## config.mk

```make
export PLATFORM = sky130hd
export DESIGN_NAME = radix_base_converter
export DESIGN_NICKNAME = d
export VERILOG_FILES = /design/src/rbc_pkg.sv /design/src/rbc_divider.sv /design/src/rbc_stack.sv /design/src/radix_base_converter.sv
export SDC_FILE = /design/constraint.sdc
export NUM_CORES = 2
export LEC_CHECK = 0
export ABC_CLOCK_PERIOD_IN_PS = 16900
export BUFFER_PORTS_ARGS = -buffer_cell sky130_fd_sc_hd__buf_2
export CAP_MARGIN = 20
export CORE_UTILIZATION = 55
export DETAILED_ROUTE_END_ITERATION = 12
export PLACE_DENSITY = 0.72
export SETUP_SLACK_MARGIN = 0.2
export SLEW_MARGIN = 10
export SYNTH_ARGS = -nofsm -noshare
export SYNTH_HDL_FRONTEND = slang
export SYNTH_HIERARCHICAL = 1
export SYNTH_SLANG_ARGS = --single-unit
```

## constraint.sdc

```tcl
create_clock -name clk -period 16.9 [get_ports clk]
set_input_delay 1.69 -clock clk [delete_from_list [all_inputs] [get_ports clk]]
set_output_delay 1.69 -clock clk [all_outputs]
set_load 0.005 [all_outputs]
```

## src/rbc_pkg.sv

```systemverilog
// Shared types, constants and digit mapping functions for the radix base converter.
`timescale 1ns / 1ps

package rbc_pkg;

	localparam int ACC_W   = 64;
	localparam int STEP_W  = $clog2(ACC_W);
	localparam int DIGIT_W = 6;
	localparam int BASE_W  = 6;
	localparam int CHAR_W  = 7;

	localparam logic [STEP_W-1:0] STEP_LAST = STEP_W'(ACC_W - 1);

	localparam logic [BASE_W-1:0] BASE_MIN = 6'd2;
	localparam logic [BASE_W-1:0] BASE_MAX = 6'd36;

	localparam logic REG_IN_BASE  = 1'b0;
	localparam logic REG_OUT_BASE = 1'b1;

	localparam logic [BASE_W-1:0] IN_BASE_RESET  = 6'd10;
	localparam logic [BASE_W-1:0] OUT_BASE_RESET = 6'd10;

	localparam logic signed [7:0] MAP_ZERO      = 8'sd48;
	localparam logic signed [7:0] MAP_GAP_LIMIT = 8'sd16;
	localparam logic signed [7:0] MAP_GAP       = 8'sd7;
	localparam logic signed [7:0] MAP_LOW_LIMIT = 8'sd40;
	localparam logic signed [7:0] MAP_LOW       = 8'sd32;

	localparam logic [CHAR_W-1:0] CHAR_ZERO = 7'd48;
	localparam logic [CHAR_W-1:0] CHAR_A    = 7'd65;
	localparam logic [CHAR_W-1:0] DIGIT_TEN = 7'd10;

	typedef enum logic [1:0] {
		ST_IDLE,
		ST_DIV,
		ST_READ,
		ST_EMIT
	} state_t;

	typedef struct packed {
		logic              start;
		logic [ACC_W-1:0]  dividend;
		logic [BASE_W-1:0] divisor;
	} div_req_t;

	typedef struct packed {
		logic               done;
		logic [ACC_W-1:0]   quotient;
		logic [DIGIT_W-1:0] remainder;
	} div_rsp_t;

	function automatic logic signed [7:0] map_digit(input logic [CHAR_W-1:0] c);
		logic signed [7:0] d;
		d = $signed({1'b0, c}) - MAP_ZERO;
		if (d > MAP_GAP_LIMIT) begin
			d = d - MAP_GAP;
			if (d > MAP_LOW_LIMIT) begin
				d = d - MAP_LOW;
			end
		end
		return d;
	endfunction

	function automatic logic [CHAR_W-1:0] to_ascii(input logic [DIGIT_W-1:0] v);
		logic [CHAR_W-1:0] r;
		if ({1'b0, v} > DIGIT_TEN - 7'd1) begin
			r = CHAR_A - DIGIT_TEN + {1'b0, v};
		end else begin
			r = CHAR_ZERO + {1'b0, v};
		end
		return r;
	endfunction

endpackage

```

## src/rbc_divider.sv

```systemverilog
// Restoring divider that divides a 64-bit word by a small base, one quotient bit per cycle.
`timescale 1ns / 1ps

module rbc_divider (
	input  logic              clk,
	input  logic              arst_n,
	input  rbc_pkg::div_req_t req,
	output rbc_pkg::div_rsp_t rsp
);

	logic                          run_q;
	logic                          done_q;
	logic [rbc_pkg::STEP_W-1:0]    cnt_q;
	logic [rbc_pkg::ACC_W-1:0]     num_q;
	logic [rbc_pkg::DIGIT_W-1:0]   rem_q;
	logic [rbc_pkg::BASE_W-1:0]    div_q;
	logic [rbc_pkg::DIGIT_W:0]     trial;
	logic                          fits;
	logic [rbc_pkg::DIGIT_W:0]     rem_next;

	always_comb begin
		trial    = {rem_q, num_q[rbc_pkg::ACC_W-1]};
		fits     = trial >= {1'b0, div_q};
		rem_next = fits ? trial - {1'b0, div_q} : trial;
	end

	always_ff @(posedge clk or negedge arst_n) begin
		if (!arst_n) begin
			run_q  <= 1'b0;
			done_q <= 1'b0;
			cnt_q  <= '0;
		end else if (req.start) begin
			run_q  <= 1'b1;
			done_q <= 1'b0;
			cnt_q  <= '0;
		end else if (run_q) begin
			cnt_q <= cnt_q + rbc_pkg::STEP_W'(1);
			if (cnt_q == rbc_pkg::STEP_LAST) begin
				run_q  <= 1'b0;
				done_q <= 1'b1;
			end
		end else begin
			done_q <= 1'b0;
		end
	end

	always_ff @(posedge clk) begin
		if (req.start) begin
			num_q <= req.dividend;
			rem_q <= '0;
			div_q <= req.divisor;
		end else if (run_q) begin
			num_q <= {num_q[rbc_pkg::ACC_W-2:0], fits};
			rem_q <= rem_next[rbc_pkg::DIGIT_W-1:0];
		end
	end

	assign rsp.done      = done_q;
	assign rsp.quotient  = num_q;
	assign rsp.remainder = rem_q;

endmodule

```

## src/rbc_stack.sv

```systemverilog
// Remainder stack memory with one write port and one registered read port.
`timescale 1ns / 1ps

module rbc_stack #(
	parameter int DEPTH = 64
) (
	input  logic                         clk,
	input  logic                         we,
	input  logic [$clog2(DEPTH)-1:0]     waddr,
	input  logic [rbc_pkg::DIGIT_W-1:0]  wdata,
	input  logic                         re,
	input  logic [$clog2(DEPTH)-1:0]     raddr,
	output logic [rbc_pkg::DIGIT_W-1:0]  rdata
);

	logic [rbc_pkg::DIGIT_W-1:0] mem [DEPTH];

	always_ff @(posedge clk) begin
		if (we) begin
			mem[waddr] <= wdata;
		end
	end

	always_ff @(posedge clk) begin
		if (re) begin
			rdata <= mem[raddr];
		end
	end

endmodule

```

## src/radix_base_converter.sv

```systemverilog
// Top level of the radix base converter: register port, accumulator and conversion sequencer.
//
// Channel   Direction  Handshake                 Word
// input     in         start, busy               digit_char, last_char
// output    out        strobe                    out_char, last_digit
// config    in/out     psel, penable, pwrite     paddr, pwdata, prdata, pready
//
// A character that is not the last is accumulated while busy is low, and busy stays low.
// On the last character each output digit costs one division in the shared divider,
// then the stack is read out at one digit per cycle.
// Reset clears the accumulator, the sequencer and the base registers to ten.
// The receiver cannot stall, so every strobe carries a fresh word.
`timescale 1ns / 1ps

module radix_base_converter #(
	parameter int MAX_OUT_DIGITS = 64
) (
	input  logic                        clk,
	input  logic                        arst_n,
	input  logic                        start,
	output logic                        busy,
	input  logic [rbc_pkg::CHAR_W-1:0]  digit_char,
	input  logic                        last_char,
	output logic                        strobe,
	output logic [rbc_pkg::CHAR_W-1:0]  out_char,
	output logic                        last_digit,
	input  logic                        psel,
	input  logic                        penable,
	input  logic                        pwrite,
	input  logic [2:0]                  paddr,
	input  logic [31:0]                 pwdata,
	output logic [31:0]                 prdata,
	output logic                        pready
);

	localparam int IDX_W = $clog2(MAX_OUT_DIGITS);
	localparam int CNT_W = $clog2(MAX_OUT_DIGITS + 1);
	localparam int PROD_W = rbc_pkg::ACC_W + rbc_pkg::BASE_W;

	rbc_pkg::state_t state_q, state_d;

	logic [rbc_pkg::ACC_W-1:0]   acc_q;
	logic [CNT_W-1:0]            count_q;
	logic [rbc_pkg::BASE_W-1:0]  in_base_q;
	logic [rbc_pkg::BASE_W-1:0]  out_base_q;
	logic                        strobe_q;
	logic [rbc_pkg::CHAR_W-1:0]  out_char_q;
	logic                        last_digit_q;

	logic                        accept;
	logic                        cfg_write;
	logic signed [7:0]           digit;
	logic [PROD_W-1:0]           prod;
	logic [rbc_pkg::ACC_W-1:0]   acc_next;
	logic [rbc_pkg::BASE_W-1:0]  base_clamped;
	logic [CNT_W-1:0]            count_inc;
	logic [CNT_W-1:0]            count_dec;
	logic                        more;

	rbc_pkg::div_req_t           div_req;
	rbc_pkg::div_rsp_t           div_rsp;

	logic                        st_we;
	logic                        st_re;
	logic [rbc_pkg::DIGIT_W-1:0] st_rdata;

	assign busy      = state_q != rbc_pkg::ST_IDLE;
	assign accept    = start && !busy;
	assign pready    = 1'b1;
	assign cfg_write = psel && penable && pwrite && pready;

	always_comb begin
		digit    = rbc_pkg::map_digit(digit_char);
		prod     = PROD_W'(acc_q) * PROD_W'(in_base_q);
		acc_next = prod[rbc_pkg::ACC_W-1:0] + {{(rbc_pkg::ACC_W-8){digit[7]}}, digit};
	end

	always_comb begin
		if (out_base_q < rbc_pkg::BASE_MIN) begin
			base_clamped = rbc_pkg::BASE_MIN;
		end else if (out_base_q > rbc_pkg::BASE_MAX) begin
			base_clamped = rbc_pkg::BASE_MAX;
		end else begin
			base_clamped = out_base_q;
		end
	end

	assign count_inc = count_q + CNT_W'(1);
	assign count_dec = count_q - CNT_W'(1);
	assign more = (div_rsp.quotient != '0) && (count_inc < CNT_W'(MAX_OUT_DIGITS));

	always_comb begin
		state_d          = state_q;
		div_req.start    = 1'b0;
		div_req.dividend = acc_next;
		div_req.divisor  = base_clamped;
		st_we            = 1'b0;
		st_re            = 1'b0;
		case (state_q)
			rbc_pkg::ST_IDLE: begin
				if (accept && last_char) begin
					div_req.start = 1'b1;
					state_d       = rbc_pkg::ST_DIV;
				end
			end
			rbc_pkg::ST_DIV: begin
				div_req.dividend = div_rsp.quotient;
				if (div_rsp.done) begin
					st_we = 1'b1;
					if (more) begin
						div_req.start = 1'b1;
					end else begin
						state_d = rbc_pkg::ST_READ;
					end
				end
			end
			rbc_pkg::ST_READ: begin
				st_re   = 1'b1;
				state_d = rbc_pkg::ST_EMIT;
			end
			rbc_pkg::ST_EMIT: begin
				if (count_q == '0) begin
					state_d = rbc_pkg::ST_IDLE;
				end else begin
					st_re = 1'b1;
				end
			end
			default: begin
				state_d = rbc_pkg::ST_IDLE;
			end
		endcase
	end

	always_ff @(posedge clk or negedge arst_n) begin
		if (!arst_n) begin
			state_q      <= rbc_pkg::ST_IDLE;
			acc_q        <= '0;
			count_q      <= '0;
			in_base_q    <= rbc_pkg::IN_BASE_RESET;
			out_base_q   <= rbc_pkg::OUT_BASE_RESET;
			strobe_q     <= 1'b0;
		end else begin
			state_q  <= state_d;
			strobe_q <= state_q == rbc_pkg::ST_EMIT;
			if (accept) begin
				acc_q <= last_char ? '0 : acc_next;
			end
			if (st_we) begin
				count_q <= count_inc;
			end else if (st_re) begin
				count_q <= count_dec;
			end
			if (cfg_write) begin
				if (paddr[2] == rbc_pkg::REG_IN_BASE) begin
					in_base_q <= pwdata[rbc_pkg::BASE_W-1:0];
				end else begin
					out_base_q <= pwdata[rbc_pkg::BASE_W-1:0];
				end
			end
		end
	end

	always_ff @(posedge clk) begin
		if (state_q == rbc_pkg::ST_EMIT) begin
			out_char_q   <= rbc_pkg::to_ascii(st_rdata);
			last_digit_q <= count_q == '0;
		end
	end

	always_comb begin
		prdata = '0;
		if (paddr[2] == rbc_pkg::REG_OUT_BASE) begin
			prdata[rbc_pkg::BASE_W-1:0] = out_base_q;
		end else begin
			prdata[rbc_pkg::BASE_W-1:0] = in_base_q;
		end
	end

	assign strobe     = strobe_q;
	assign out_char   = out_char_q;
	assign last_digit = last_digit_q;

	rbc_divider u_divider (
		.clk    (clk),
		.arst_n (arst_n),
		.req    (div_req),
		.rsp    (div_rsp)
	);

	rbc_stack #(
		.DEPTH (MAX_OUT_DIGITS)
	) u_stack (
		.clk   (clk),
		.we    (st_we),
		.waddr (count_q[IDX_W-1:0]),
		.wdata (div_rsp.remainder),
		.re    (st_re),
		.raddr (count_dec[IDX_W-1:0]),
		.rdata (st_rdata)
	);

endmodule
```

-- Yosys cells after proc, flatten, opt, wreduce, memory -nomap -nowiden
Memory sizes are Yosys's and may differ from the RTL's. A register that Yosys moved wholly into a read port is not among the register bits.
Cells that the tools add are included.
- flip-flop bits (word level): 178
- memory bits (writable): 384
- input bits: 49
- logic and storage cells: 97
- memories kept: 1
- add/subtract/negate cells: 10
- multipliers: 1
- magnitude comparators: 7
- eq/ne operators: 10
- mux-type cells: 35
- bitwise gates (word level): 1
- reductions and logical operators: 17
- memories (name ; depth ; bits a word ; rd ports ; clocked after Yosys merged registers in ; write ports ; line ; RTL):
    u_stack.mem ; 64 ; 6 ; 1 ; 1 ; 1 ; rbc_stack.sv:16 ; logic [rbc_pkg::DIGIT_W-1:0] mem [DEPTH];
- operators by type and width (operator ; number):
    $mux 64 ; 4
    $add 64x64->64 ; 1
    $mul 64x6->64 ; 1
    $reduce_bool 64->1 ; 1
    $mux 6 ; 5
    $mux 7 ; 3
    $mux 8 ; 2
    $add 6x6->7 const A ; 2
    $mux 1 ; 14
    $gt 8x6->1 const B ; 1
    $gt 8x7->1 const B ; 1
    $mux 2 ; 4
    $ne 2x2->1 const B ; 4
    $pmux 2 s4 ; 1
    $sub 7x6->8 const B ; 1
    $sub 8x4->8 const B ; 1
    $sub 8x7->8 const B ; 1
    $add 7x1->7 const B ; 1
    $ge 7x6->1 ; 1
    $logic_not 7->1 ; 1
    $lt 7x7->1 const B ; 1
    $sub 7x1->7 const B ; 1
    $add 6x1->6 const B ; 1
    $eq 6x6->1 const B ; 1
    other kinds (17) ; 27

-- Longest topological paths before layout
- depth in word-level cells: 8
- gate-level depth with buffers: 23
- gate-level depth less buffers: 21

-- Modules after synthesis
Netlist, hierarchy kept.
- modules (own cells, without submodules) (module ; instances ; cells an instance ; area each (µm²) ; seq. area each (µm²)):
    radix_base_converter ; 1 ; 2139 ; 17718.2 ; 2397.3
    rbc_stack ; 1 ; 720 ; 15285.9 ; 11711.2
    rbc_divider ; 1 ; 251 ; 3808.7 ; 2422.3

-- Worst setup path after synthesis
Ideal clock, no wire load.
- kind: input to register
- from: input digit_char[4] (netlist name)
- to: register u_divider/num_q[45] (netlist name), data pin
- arrival: 7.390 ns
- required time: 16.640 ns
- path slack: 9.250 ns
- stages on the path: 21
- path buffers: 3
- cells stage by stage: clkbuf_1 -> inv_1 -> ha_1 -> xor2_1 -> ha_1 -> a21oi_1 -> o31a_1 -> o21ai_1 -> buf_2 -> fa_1 -> ha_1 -> buf_2 -> and3_1 -> nand2_1 -> o21ai_1 -> or2b_1 -> a311o_1 -> a2111oi_2 -> o21ai_1 -> a31o_2 -> mux2_2
- RTL lines (what ; line ; RTL):
    start, declared ; radix_base_converter.sv:22 ; input logic [rbc_pkg::CHAR_W-1:0] digit_char,
    end signal, assigned ; rbc_divider.sv:49 ; num_q <= req.dividend;
    end signal, assigned ; rbc_divider.sv:53 ; num_q <= {num_q[rbc_pkg::ACC_W-2:0], fits};
    end, declared ; rbc_divider.sv:14 ; logic [rbc_pkg::ACC_W-1:0] num_q;

==> summary.md <==
| Metric | Value |
|---|---|
| Outcome | `complete, but fails checks` |
| Initial Util | `a little under three fifths` |
| Vias in the first global route | `~25k` |
| Crit path required time | `between 15 and 20 ns` |
| Syn_area_per_cell | `around 12 sq um` |
| First-pass GRT wire length | `between 100 and 150 mm` |
| Largest net degree at the start of global routing | `slightly above 90` |
| Crit path launch | `digit_char[4]` |
| Routed Wire Length | `about 85 mm` |
| 1st-pass router iterations | `9` |
| Post-cts resize count | `0` |
| Startpoint types | `primary input` |
| Synth area leader | `edfxtp_1` |
| Crit path buf inv count | `3` |
| Clock Tree Root | `clkbuf_16` |
| Unrepaired setup endpoints after global routing | `no` |
| Die width | `261 um` |
| Cell mode on critical path | `ha_1` |
| Ys async rst share | `between 15 and 20%` |
| Antenna violations before repair | `1` |
| Area contributors post-synth | `edfxtp_1, fa_1, dfrtp_1` |
| Final hold slack | `approximately 0.50 ns` |
| Gate power share | `between 7 and 8%` |
| Worst-path cell chain | `buf_2 -> inv_1 -> ha_1 -> xor2_1 -> ha_1 -> a21oi_1 -> o31a_1 -> o21ai_4 -> buf_4 -> fa_1 -> ha_1 -> nand2_1 -> nor2_1 -> nand2_1 -> o21ai_0 -> a21boi_0 -> o41ai_1 -> a31oi_1 -> xnor2_1 -> o21ai_0 -> mux2_2` |
| Final instance area | `approximately 40000 sq um` |
| Post-synth EDFFs | `approximately 470` |
| Worst Path Max Fanout | `54` |
| YS warnings | `6` |
| Hold_buf cts | `0` |
| Slowest-stage cell, CP | `buf_4` |
| Setup crit end | `u_divider/num_q[50]$_DFFE_PP_` |
| Crit Path Class | `primary input to register` |
| Post-CTS Setup Inserts | `0` |
| I/O pins | `just over 90` |
| Clk buf depth | `3` |
| WL/cell | `around 21 um` |
| Setup Slack @ Placement | `between 8 and 9 ns` |
| Crit path max-delay family | `compound AO/OA/AOI/OAI gates` |
| PortBufs | `36` |
| Max Freq | `between 100 and 150 MHz` |
| Number of buffers created by CTS | `58` |
| NumNets Final | `roughly 3.5k` |
| Post-place instance area | `37600 sq um` |
| Switch Pwr | `745 uW` |
| Static Leak | `between 15 and 20 nW` |
| Fin crit share | `between 40% and 50%` |
| Reg2Reg Depth | `18` |
| Worst hold start | `count_q[6]$_DFFE_PN0P_` |
| Via density | `between 6 and 7` |
| Total GRT Usage | `approximately a quarter` |
| Worst-margin pin slew | `1.12 ns` |
| Clock power share | `between 40% and 50%` |
| Levels on crit path | `21` |
| DP HPWL | `around 58 mm` |
| # diodes | `0` |
| Crit path largest cell delay | `0.77 ns` |
| Mapped Cells | `roughly 3.1k` |
| Die height | `roughly 260 um` |
| Sequential share of power | `between 40% and 50%` |
| Worst reg2reg path endpoint | `u_divider/num_q[50]$_DFFE_PP_` |
| Final Hold Viols | `0` |
| Netlist cell types | `about 90` |
| Mapped Area | `~37000 sq um` |
| Share of post-route cells with drive strength above 1 | `between 10% and 20%` |
| Synthesis-to-finish area growth | `7.97%` |
| Failing checks | `DRC` |
| Internal power | `2.41 mW` |
| Peak supply drop | `approximately 0.000075 V` |
| DR iter-0 viols | `about 2.3k` |
| Final ANT Viol Nets | `0` |
| Rows | `94` |
| CTS tree | `built` |
| Fin Setup TNS | `0 ns` |
| Final Setup Violations | `0` |
| PnR worst setup slack | `a little over 9 ns` |
| Reg-to-Reg Start | `in_base_q[1]$_DFFE_PN1P_` |
| Residual DRC count | `5` |
| Seq/Total Area, Yosys | `between 40% and 50%` |
| PwrDens | `about 80 nW/um^2` |
| Synth Flop Type | `edfxtp_1` |
| Clock latency on the worst-skew pair | `roughly 0.64 ns` |
| Arrival @ worst endpoint | `roughly 8 ns` |
| Synth Register Bits | `between 500 and 600` |
| FF-to-FF setup slack | `just under 10 ns` |
| Clock Sinks | `approximately 570` |
| Synth top area share | `between 30% and 40%` |
| Die area | `68000 sq um` |
| Min-delay worst type | `register to register` |
| Final Slew Violations | `0` |
| Slew margin rel. | `approximately 25%` |
| # H-tree levels | `2` |
| Max Cap Viol | `0` |
| CORE AREA | `66000 sq um` |
| Worst setup EP type | `register` |
| DR vias | `~24k` |
| Grt total ovfl | `0` |
| Tmin final | `about 7.7 ns` |
| Final Wtd Congestion | `roughly 0.94` |
| Sw Ratio | `about a quarter` |
| Clock Skew | `between 0.04 and 0.05 ns` |
| Reg clk slew, reported paths | `~0.060 ns` |
==> metrics by stage <==
| step | power, mW | utilization, % | std cells |
|---|---|---|---|
| 3_3_place_gp | 1.78 | 56.9 | 3893 |
| 3_5_place_dp | 1.78 | 56.9 | 3893 |
| 4_1_cts | 3.18 | 60.2 | 4003 |
| 2_1_floorplan | 1.71 | - | 3135 |
| 6_report | 3.16 | 60.2 | 4006 |
| 5_1_grt | 3.24 | 60.2 | 4006 |
==> power by group through the flow <==
stage	Clock, mW	Sequential (mW)	Combinational, mW
after floorplan	0	1.54	0.169
after global placement	0	1.54	0.235
after detailed placement	0	1.54	0.240
after CTS	1.42	1.51	0.242
after global routing	1.46	1.51	0.266
final	1.40	1.51	0.246
==> worst min path at each step <==
stage	end	slack (ns)	depth (start not counted)
final	count_q[6]$_DFFE_PN0P_	0.50	1
after floorplan	acc_q[62]$_DFFE_PN0P_	0.46	2
after global placement	count_q[6]$_DFFE_PN0P_	0.49	1
after global routing	count_q[6]$_DFFE_PN0P_	0.51	1
after detailed placement	count_q[6]$_DFFE_PN0P_	0.50	1
after CTS	count_q[6]$_DFFE_PN0P_	0.50	1
==> cell usage after synthesis (10+ instances only) <==
cell type and n:
buf_4 30, ha_1 100, and2_1 25, inv_1 267, fa_1 293, nor3_1 21
mux2_2 97, nand3_1 28, and3_1 10, nor2_1 139, o21ai_1 15, a21oi_1 106
mux2i_1 20, nand2_1 565, clkbuf_1 106, nor2b_1 17, a211oi_1 15, nor4_1 23
a31oi_1 15, dfrtp_1 90, nand2b_1 15, nand4_1 27, o21a_1 10, o31ai_1 18
o22ai_1 14, edfxtp_1 468, xnor2_1 52, or3_1 11, a21o_1 31, o21ai_0 169
buf_2 16, o21bai_1 15, mux4_2 87, o221ai_1 10, xor2_1 47
==> cells in the final DEF (no fill, tap or decap), drive strengths merged, types with 10 or more instances in the layout <==
cell type / instances
a21oi: 107
and3: 10
fa: 293
inv: 269
nor4: 23
a31oi: 15
o221ai: 10
a211oi: 17
dfrtp: 90
and2: 26
xnor2: 52
conb: 27
nor2: 139
a21o: 32
buf: 61
xor2: 47
nand4: 27
mux2i: 20
nor3: 22
mux4: 93
clkbuf: 81
nand3: 29
nand2b: 15
nor2b: 17
clkinv: 14
o21ai: 184
edfxtp: 468
o22ai: 14
nand2: 565
o31ai: 18
o21bai: 15
ha: 100
or3: 11
o21a: 10
mux2: 98
==> per-layer routing <==
layer | vias to the layer above | track usage (%) | routed length, um
met1 | 12400 | 35.1 | 34900
met3 | 174 | 3.29 | 5690
met2 | 1044 | 43.0 | 42000
met5 | - | 0 | 0
li1 | 10800 | - | -
met4 | 0 | 7.76 | 2310
==> registers in the layout, summed over array words and instances, names as in the netlist <==
signal	cells
u_divider/rem_q	6
in_base_q	6
strobe	1
u_divider/cnt_q	6
last_digit	1
out_base_q	6
u_divider/div_q	6
acc_q	64
count_q	7
u_stack/rdata	6
state_q	2
u_divider/num_q	64
u_stack/mem	384
u_divider/run_q	1
u_divider/done_q	1
out_char	7
==> layout make-up <==
type                    instances  area, sq um
clock inverters                30          442
fillers                      5029        26200
multi-input cells            2135        18600
inverters                     267         1010
repair buffers                 62          410
clock buffers                  80         1690
flip-flops and latches        568        16500
well taps                     864         1080
==> cell families (layout without fill, tap and decap cells) <==
| kind of cell | Yosys count | count (layout) | share of synthesized area [%] |
|---|---|---|---|
| compound gates | 481 | 481 | 8.10 |
| xor+xnor | 99 | 99 | 2.36 |
| fa+ha+maj | 394 | 394 | 19.4 |
| buf+inv | 432 | 439 | 5.05 |
| flops | 568 | 568 | 44.9 |
| mux | 211 | 211 | 9.30 |
| other cells | 2 | 27 | 0.0204 |
| simple gates | 923 | 923 | 10.9 |
No activity file was read; power rests on OpenSTA's default activity.
